<file path="config.mk">
export PLATFORM = sky130hd
export DESIGN_NAME = wlsr_ctrl
export DESIGN_NICKNAME = d
export VERILOG_FILES = /design/src/hw/rtl/wlsr_pkg.sv /design/src/hw/rtl/wlsr_ctrl.sv
export SDC_FILE = /design/constraint.sdc
export NUM_CORES = 1
export LEC_CHECK = 0
export BUFFER_PORTS_ARGS = -buffer_cell sky130_fd_sc_hd__buf_2
export CAP_MARGIN = 25
export CORE_AREA = 8 8 49 51
export CTS_CLUSTER_DIAMETER = 30
export DETAILED_ROUTE_END_ITERATION = 10
export DIE_AREA = 0 0 57 59
export PLACE_DENSITY = 0.74
export SKIP_CTS_REPAIR_TIMING = 1
export SLEW_MARGIN = 30
export SYNTH_ARGS = -nofsm -noshare
export SYNTH_HDL_FRONTEND = slang
export SYNTH_SLANG_ARGS = --single-unit
</file>
<file path="constraint.sdc">
create_clock -name clk -period 1.9 [get_ports clk]
set_input_delay 0.095 -clock clk [delete_from_list [all_inputs] [get_ports clk]]
set_output_delay 0.095 -clock clk [all_outputs]
set_load 0.02 [all_outputs]
</file>
<file path="src/hw/rtl/wlsr_pkg.sv">
// Shared types, constants and helpers of the windowed latency statistics ring.
package wlsr_pkg;

    localparam int MAX_SLOTS_DEF = 64;

    localparam int TIME_W     = 32;
    localparam int LAT_W      = 32;
    localparam int SUM_W      = 64;
    localparam int SLOT_SEC_W = 16;
    localparam int ACT_W      = 7;
    localparam int AGE_W      = 6;

    localparam int IN_TDATA_W  = 72;
    localparam int OUT_TDATA_W = 192;

    localparam int CFG_IDX_W  = 1;
    localparam int CFG_DATA_W = 16;

    localparam logic [CFG_IDX_W-1:0] CFG_SLOT_SECONDS = 1'b0;
    localparam logic [CFG_IDX_W-1:0] CFG_ACTIVE_SLOTS = 1'b1;

    localparam logic [SLOT_SEC_W-1:0] SLOT_SEC_RST = 16'd1;
    localparam logic [ACT_W-1:0]      ACT_RST      = 7'd64;

    localparam logic MODE_RECORD = 1'b0;
    localparam logic MODE_READ   = 1'b1;

    // The divider produces one quotient bit per cycle over a 64-bit dividend.
    localparam int DIV_STEPS = 64;
    localparam int DIV_CNT_W = $clog2(DIV_STEPS + 1);

    typedef struct packed {
        logic [31:0]      stamp;
        logic [31:0]      count;
        logic [SUM_W-1:0] sum;
        logic [31:0]      min_lat;
        logic [31:0]      max_lat;
    } slot_entry_t;

    localparam int ENTRY_W = $bits(slot_entry_t);

    typedef enum logic [2:0] {
        DIV_NUM,
        DIV_POS,
        DIV_NPOS,
        DIV_RPOS,
        DIV_RATE,
        DIV_MEAN
    } div_sel_t;

    typedef enum logic [1:0] {
        WR_INIT,
        WR_WALK,
        WR_SAMPLE
    } wr_sel_t;

    typedef enum logic [1:0] {
        RES_REC,
        RES_DROP,
        RES_READ
    } res_kind_t;

    typedef struct packed {
        logic      load_in;
        logic      div_start;
        div_sel_t  div_sel;
        logic      mem_rd;
        logic      mem_wr;
        wr_sel_t   wr_sel;
        logic      clr_step;
        logic      base_from_rd;
        logic      base_clear;
        logic      walk_init;
        logic      walk_step;
        logic      upd_newest;
        logic      res_load;
        res_kind_t res_kind;
    } dp_cmd_t;

    typedef struct packed {
        logic div_busy;
        logic div_done;
        logic stamp_hit;
        logic too_old;
        logic walk_go;
        logic clr_last;
        logic cnt_zero;
    } dp_stat_t;

    function automatic slot_entry_t clear_entry(input logic [31:0] stamp);
        slot_entry_t e;
        e.stamp   = stamp;
        e.count   = '0;
        e.sum     = '0;
        e.min_lat = '1;
        e.max_lat = '0;
        return e;
    endfunction

endpackage

</file>
<file path="src/hw/rtl/wlsr_ctrl.sv">
// Controller: sequences the clearing pass, record and read items, and the result register.
module wlsr_ctrl
    import wlsr_pkg::*;
(
    input  logic     clk,
    input  logic     rst_n,
    input  logic     in_valid,
    output logic     in_ready,
    input  logic     in_mode,
    output logic     out_valid,
    input  logic     out_ready,
    output dp_cmd_t  cmd,
    input  dp_stat_t stat
);

    typedef enum logic [3:0] {
        S_CLEAR,
        S_IDLE,
        S_R_NUM,
        S_R_POS,
        S_R_RD,
        S_R_CHK,
        S_R_WALK,
        S_R_WR,
        S_Q_NPOS,
        S_Q_RPOS,
        S_Q_RD,
        S_Q_CAP,
        S_Q_RATE,
        S_Q_MEAN,
        S_DONE
    } state_t;

    state_t    state_reg;
    state_t    state_next;
    logic      out_valid_reg;
    logic      new_slot_reg;
    logic      new_slot_next;
    res_kind_t kind_reg;
    res_kind_t kind_next;
    logic      div_idle;
    logic      res_take;

    assign div_idle = !stat.div_busy && !stat.div_done;
    assign res_take = !out_valid_reg || out_ready;

    always_comb
    begin
        cmd           = '0;
        cmd.div_sel   = DIV_NUM;
        cmd.wr_sel    = WR_SAMPLE;
        cmd.res_kind  = kind_reg;
        state_next    = state_reg;
        new_slot_next = new_slot_reg;
        kind_next     = kind_reg;

        unique case (state_reg)
            S_CLEAR:
            begin
                cmd.mem_wr   = 1'b1;
                cmd.wr_sel   = WR_INIT;
                cmd.clr_step = 1'b1;
                if (stat.clr_last)
                begin
                    state_next = S_IDLE;
                end
            end
            S_IDLE:
            begin
                if (in_valid)
                begin
                    cmd.load_in = 1'b1;
                    state_next  = (in_mode == MODE_READ) ? S_Q_NPOS : S_R_NUM;
                end
            end
            S_R_NUM:
            begin
                cmd.div_sel   = DIV_NUM;
                cmd.div_start = div_idle;
                if (stat.div_done)
                begin
                    state_next = S_R_POS;
                end
            end
            S_R_POS:
            begin
                cmd.div_sel   = DIV_POS;
                cmd.div_start = div_idle;
                if (stat.div_done)
                begin
                    state_next = S_R_RD;
                end
            end
            S_R_RD:
            begin
                cmd.mem_rd = 1'b1;
                state_next = S_R_CHK;
            end
            S_R_CHK:
            begin
                if (stat.stamp_hit)
                begin
                    cmd.base_from_rd = 1'b1;
                    new_slot_next    = 1'b0;
                    state_next       = S_R_WR;
                end
                else if (stat.too_old)
                begin
                    kind_next  = RES_DROP;
                    state_next = S_DONE;
                end
                else
                begin
                    cmd.base_clear = 1'b1;
                    cmd.walk_init  = 1'b1;
                    new_slot_next  = 1'b1;
                    state_next     = S_R_WALK;
                end
            end
            S_R_WALK:
            begin
                if (stat.walk_go)
                begin
                    cmd.mem_wr    = 1'b1;
                    cmd.wr_sel    = WR_WALK;
                    cmd.walk_step = 1'b1;
                end
                else
                begin
                    state_next = S_R_WR;
                end
            end
            S_R_WR:
            begin
                cmd.mem_wr     = 1'b1;
                cmd.wr_sel     = WR_SAMPLE;
                cmd.upd_newest = new_slot_reg;
                kind_next      = RES_REC;
                state_next     = S_DONE;
            end
            S_Q_NPOS:
            begin
                cmd.div_sel   = DIV_NPOS;
                cmd.div_start = div_idle;
                if (stat.div_done)
                begin
                    state_next = S_Q_RPOS;
                end
            end
            S_Q_RPOS:
            begin
                cmd.div_sel   = DIV_RPOS;
                cmd.div_start = div_idle;
                if (stat.div_done)
                begin
                    state_next = S_Q_RD;
                end
            end
            S_Q_RD:
            begin
                cmd.mem_rd = 1'b1;
                state_next = S_Q_CAP;
            end
            S_Q_CAP:
            begin
                cmd.base_from_rd = 1'b1;
                state_next       = S_Q_RATE;
            end
            S_Q_RATE:
            begin
                cmd.div_sel   = DIV_RATE;
                cmd.div_start = div_idle;
                if (stat.div_done)
                begin
                    state_next = S_Q_MEAN;
                end
            end
            S_Q_MEAN:
            begin
                // An empty slot reports a zero mean, so the division is skipped.
                cmd.div_sel   = DIV_MEAN;
                cmd.div_start = div_idle && !stat.cnt_zero;
                kind_next     = RES_READ;
                if (stat.div_done || stat.cnt_zero)
                begin
                    state_next = S_DONE;
                end
            end
            S_DONE:
            begin
                if (res_take)
                begin
                    cmd.res_load = 1'b1;
                    state_next   = S_IDLE;
                end
            end
            default:
            begin
                state_next = S_IDLE;
            end
        endcase
    end

    always_ff @(posedge clk or negedge rst_n)
    begin
        if (!rst_n)
        begin
            state_reg     <= S_CLEAR;
            out_valid_reg <= 1'b0;
            new_slot_reg  <= 1'b0;
            kind_reg      <= RES_REC;
        end
        else
        begin
            state_reg    <= state_next;
            new_slot_reg <= new_slot_next;
            kind_reg     <= kind_next;
            if (cmd.res_load)
            begin
                out_valid_reg <= 1'b1;
            end
            else if (out_ready)
            begin
                out_valid_reg <= 1'b0;
            end
        end
    end

    assign in_ready  = (state_reg == S_IDLE);
    assign out_valid = out_valid_reg;

endmodule

</file>
==> results of run 1 <==
==> per-stage QoR <==
| stage | util [%] | instances |
|---|---|---|
| 6_report | 56.0 | 138 |
| 3_3_place_gp | 53.0 | 134 |
| 3_5_place_dp | 53.0 | 134 |
| 2_1_floorplan | - | 90 |
| 4_1_cts | 54.4 | 137 |
| 5_1_grt | 56.0 | 138 |
==> power by group through the flow <==
stage / logic (W) / registers [W] / clock network (W)
after floorplan: 0.000838 / 0.000329 / 0
after global placement: 0.00114 / 0.000322 / 0
after detailed placement: 0.00116 / 0.000326 / 0
after CTS: 0.00116 / 0.000323 / 0.000141
after global routing: 0.00130 / 0.000336 / 0.000154
final: 0.00119 / 0.000327 / 0.000140
==> cell usage after synthesis, types with 2 or more instances <==
cell	count	share of area (%)
nor3_1	4	2.9
nor3b_1	3	3.2
buf_1	2	1.1
o21ai_0	2	1.4
nand4b_1	2	2.5
a21oi_1	5	3.6
nand2_1	6	3.2
nor2_1	11	5.9
nor2b_1	3	2.7
a41oi_1	2	2.5
a21o_1	2	2.2
nand2b_1	3	2.7
inv_1	2	1.1
buf_2	4	2.9
nand3_1	3	2.2
o21a_1	2	2.2
dfrtp_1	8	29
clkbuf_1	3	1.6
nand3b_1	2	2.2
==> area by class of cell <==
class                   instances  area (um^2)
inverters                       2         7.51
repair buffers                 38          213
well taps                      17         21.3
fillers                       158          727
clock buffers                   3         22.5
multi-input cells              70          460
flip-flops and latches          8          200
==> per-layer routing <==
metal / vias up / wire, um / part of all wire [%]
li1: 391 / - / -
met1: 368 / 854 / 42
met2: 39 / 1020 / 50
met3: 4 / 139 / 6.8
met4: 0 / 30 / 1.5
met5: - / 0 / 0
==> critical path, stage by stage, from the launching register on <==
cell,delay [ns]
dfrtp_1,0.47
buf_4,0.22
nand2b_2,0.26
nor3b_2,0.21
o21a_1,0.14
buf_2,0.16
==> worst max path at each step <==
| stage | start | to | slack, ns |
|---|---|---|---|
| 3_5_place_dp | state_reg[2]$_DFFE_PN0P_ | state_reg[0]$_DFFE_PN0P_ | 0.20 |
| 6_report | state_reg[3]$_DFFE_PN0P_ | cmd[7] | 0.08 |
| 5_1_grt | state_reg[1]$_DFFE_PN0P_ | cmd[11] | 0.01 |
| 3_3_place_gp | state_reg[2]$_DFFE_PN0P_ | state_reg[0]$_DFFE_PN0P_ | 0.23 |
| 2_1_floorplan | state_reg[3]$_DFFE_PN0P_ | state_reg[0]$_DFFE_PN0P_ | -0.02 |
| 4_1_cts | state_reg[2]$_DFFE_PN0P_ | cmd[16] | 0.02 |
==> placed cells by master (no fill, tap or decap), types with 2 or more instances in the layout <==
| master | count |
|---|---|
| a21o_1 | 2 |
| a21oi_1 | 5 |
| a41oi_1 | 2 |
| buf_2 | 30 |
| buf_4 | 7 |
| clkbuf_4 | 3 |
| dfrtp_1 | 8 |
| inv_1 | 2 |
| nand2_1 | 6 |
| nand2b_1 | 2 |
| nand3_1 | 3 |
| nand3b_1 | 2 |
| nand4b_1 | 2 |
| nor2_1 | 11 |
| nor2b_1 | 3 |
| nor3_1 | 4 |
| nor3b_1 | 2 |
| nor4_2 | 2 |
| o21a_1 | 2 |
| o21ai_0 | 2 |
==> kinds of logic after synthesis <==
| kind of cell | after synthesis | synth area share (%) |
|---|---|---|
| and+or+nand+nor | 46 | 38.2 |
| AOI/OAI and AO/OA | 22 | 21.6 |
| buffers and inverters | 12 | 7.75 |
| DFF | 8 | 28.8 |
| muxes | 2 | 3.60 |
==> summary.txt, run 1 <==
fmax -> 550 MHz
WL final -> 2040 um
Final ANT Viol Nets -> 0
Reg power frac -> 19.8%
Hold Worst Slack -> 0.0977 ns
status -> complete, no violations
dominant synthesized flop cell -> dfrtp_1
Final setup viols -> 0
internal power -> 0.000811 W
syn_area_per_cell -> 7.72 um^2
GP Congestion -> 0.820
Arrival @ worst endpoint -> 1.72 ns
Hold WC Path Type -> in -> reg
reg2reg path depth -> 4
H-tree levels -> 1
Clk pwr share -> 8.5%
Starting Density -> 42.0%
RR Startpoint -> state_reg[2]$_DFFE_PN0P_
initial antenna violation count -> 0
Worst VDD drop -> 0.848 mV
CP Capture Type -> output port
Chip Width -> 57 um
# rows -> 15
# clock sinks -> 8
hold_sp -> stat[4]
grt met2 use -> 20.2%
met1 Use GR -> 14.5%
YS warnings -> 0
max cap viols -> 0
Worst EP required -> 1.80 ns
global-route wire length before repair -> 3440 um
Comb pwr share -> 71.7%
Worst Max-Slew Pin Slew -> 0.404 ns
Area Growth Syn to Fin -> 33.2%
RSZ-0062 raised after global routing -> false
Residual DRC -> 0
number of failing hold endpoints at the final stage -> 0
DR vias -> 802
DR WL/cell -> 14.8 um
leakage -> 0.444 nW
first drt pass iteration count -> 4
chip height -> 59 um
Remaining Overflow, GRT -> 0
GRT Max-Usage Layer -> met2
GRT met3 Usage -> 2.36%
share of layout cells above drive strength 1 -> 38.8%
Overall Global Routing Usage -> 12.1%
unique cell type count in the Yosys netlist -> 40
switching part of the total -> 51.0%
core area -> 1650 um^2
crit path max fanout -> 13
setup TNS -> 0 ns
Antenna diodes -> 0
Total Nets Final -> 135
Post-Syn Area -> 694 um^2
CP Class -> reg -> out
worst skew pair latency -> 0.27 ns
port buffer count -> 31
CP startpoint kind -> register
vias in the first global route -> 794
clock slew at reported path FFs -> 0.05 ns
Synth Instances -> 90
Post-synth EDFFs -> 0
hold endpoint -> new_slot_reg$_DFFE_PN0P_
PD cells -> 1790 nW/um^2
r2r endpoint -> state_reg[0]$_DFFE_PN0P_
Worst Slack Setup Final -> 0.0832 ns
Die Area -> 3360 um^2
Starting DRT DRC Count -> 27
Via-to-Cell Ratio -> 5.81
Slew Limit Fails -> 0
TritonCTS Buffers -> 3
pre-CTS WS -> 0.201 ns
post-synthesis sequential area ratio -> 28.8%
Rel. slew slack -> 73.0%
syn nets -> 102
pin count of the biggest net entering global routing -> 19
period utilisation layout -> 95.6%
Async SR Flop Fraction -> 100%
maximum clock path buffer count -> 2
worst-case clock skew -> 0.00941 ns
Tot Pwr -> 0.00165 W
final instance area -> 925 um^2
Tmin final -> 1.82 ns
Worst Hold Depth -> 2
Root Buffer -> clkbuf_4
CTS tree -> yes
number of flip-flops under the largest register name -> 4
switching pwr -> 0.000842 W
Seq cells post-synth -> 8
Placed Area -> 876 um^2
Worst R2R Setup Slack -> 0.20 ns
Final HPWL DP -> 1600 um
# IOs -> 32
(Power assumes the default switching activity.)
==> inputs of run 2 (changes only) <==
--- a/config.mk
+++ b/config.mk
@@ -11,7 +11,7 @@
 export CTS_CLUSTER_DIAMETER = 30
 export DETAILED_ROUTE_END_ITERATION = 10
 export DIE_AREA = 0 0 57 59
-export PLACE_DENSITY = 0.74
+export PLACE_DENSITY_LB_ADDON = 0.05
 export SKIP_CTS_REPAIR_TIMING = 1
 export SLEW_MARGIN = 30
 export SYNTH_ARGS = -nofsm -noshare
==> run 2 against run 1 <==
Effect of this change:
- clock power hardly changed
- largest power group unchanged
- highest routed layer unchanged
- count of clock-buffer cells in the layout is the same
- critical path depth is 1 lower
- die area is the same
- non-clock buffer count unchanged
==> summary.txt, run 2 (synthesis results as in run 1) <==
# clock sinks -> 8
port buffer count -> 31
Starting DRT DRC Count -> 14
critical path's largest stage delay -> 0.54 ns
Rel. slew slack -> 77.8%
final instance area -> 923 um^2
number of flip-flops under the largest register name -> 4
fmax -> 561 MHz
Worst VDD drop -> 0.974 mV
Residual DRC -> 0
worst-case clock skew -> 0.00248 ns
# rows -> 15
H-tree levels -> 1
initial antenna violation count -> 0
Area Growth Syn to Fin -> 33.0%
max cap viols -> 0
Total Nets Final -> 135
RSZ-0062 raised after global routing -> false
Overall Global Routing Usage -> 13.0%
Via-to-Cell Ratio -> 5.67
leakage -> 0.443 nW
DR vias -> 782
number of failing hold endpoints at the final stage -> 0
first drt pass iteration count -> 6
CTS tree -> yes
Slew Limit Fails -> 0
setup TNS -> 0 ns
CP max stage cell -> or4b_1
CP Capture Type -> register
PD cells -> 1770 nW/um^2
share of layout cells above drive strength 1 -> 39.7%
period utilisation layout -> 93.8%
commonest non-fill, non-tap cell in the layout -> buf_2
# IOs -> 32
Root Buffer -> clkbuf_4
Worst Max-Slew Pin Slew -> 0.333 ns
TritonCTS Buffers -> 3
chip height -> 59 um
Tmin final -> 1.78 ns
WL final -> 2050 um
global-route wire length before repair -> 3570 um
Arrival @ worst endpoint -> 1.92 ns
Remaining Overflow, GRT -> 0
Starting Density -> 42.0%
most frequent cells in the layout -> buf_2 (31), nor2_1 (11), dfrtp_1 (7)
Placed Area -> 876 um^2
CP startpoint kind -> register
DR WL/cell -> 14.8 um
CP Class -> reg -> reg
Placed Cells -> 134
crit path max fanout -> 7
critical path cell sequence -> or4b_1 -> a21o_1 -> and3_4 -> mux2_4
Antenna diodes -> 0
core area -> 1650 um^2
GP Congestion -> 0.775
Final setup viols -> 0
kind of cell adding the most delay to the critical path -> simple AND/OR/NAND/NOR gates
clock slew at reported path FFs -> 0.06 ns
Worst EP required -> 2.04 ns
Layout Utilization -> 55.9%
Final HPWL DP -> 1550 um
Chip Width -> 57 um
pin count of the biggest net entering global routing -> 16
maximum clock path buffer count -> 2
worst skew pair latency -> 0.26 ns
Final ANT Viol Nets -> 0
Hold WC Path Type -> in -> reg
status -> complete, no violations
worst path buffer plus inverter count -> 0
Die Area -> 3360 um^2
vias in the first global route -> 755
Tot Pwr -> 0.00164 W
Finished Layout Cells -> 138
-- run 2: area by class of cell --
| class | count | area, um^2 |
|---|---|---|
| fill | 156 | 728 |
| multi-input combinational | 70 | 460 |
| tap | 17 | 21.3 |
| clock buffer | 3 | 22.5 |
| timing repair buffer | 38 | 210 |
| sequential | 8 | 201 |
| inverter | 2 | 7.51 |
-- run 2: power by group --
part	internal [W]	total (W)	switching, W
combinational	0.000477	0.00115	0.000668
sequential	0.000259	0.000353	0.0000944
clock	0.0000727	0.000137	0.0000642
total	0.000809	0.00164	0.000827
-- run 2: worst paths after layout --
check	from	cells after the start	end	slack, ns
worst min-delay path	stat[4]	2	new_slot_reg$_DFFE_PN0P_	0.10
max in group asynchronous	rst_n	2	state_reg[3]$_DFFE_PN0P_	1.50
worst max register to register	state_reg[2]$_DFFE_PN0P_	4	state_reg[0]$_DFFE_PN0P_	0.12
worst min register to register	kind_reg[1]$_DFFE_PN0P_	2	kind_reg[1]$_DFFE_PN0P_	0.49
worst max-delay path	state_reg[2]$_DFFE_PN0P_	4	state_reg[0]$_DFFE_PN0P_	0.12
min in group asynchronous	rst_n	2	kind_reg[0]$_DFFE_PN0P_	0.21
-- run 2: routing by layer --
layer  GRT usage (%)  up-vias  share of wire (%)
met5               0        -                  0
met4            6.04        0                1.0
met3            4.72        4                7.1
met2            20.3       23                 46
met1            15.3      365                 46
li1                -      390                  -
-- run 2: worst reg2reg max path: stages (launching register included) --
cell and delay (ns):
dfrtp_1 0.45, or4b_1 0.54, a21o_1 0.20, and3_4 0.19
mux2_4 0.29
-- run 2: stage by stage --
step | worst slack (ns) | hold slack, ns
detailed placement | 0.138 | -0.0420
global route | 0.000687 | 0.106
floorplan | -0.0173 | -0.201
CTS | 0.0441 | -0.319
finish | 0.119 | 0.103
global placement | 0.170 | -0.0432
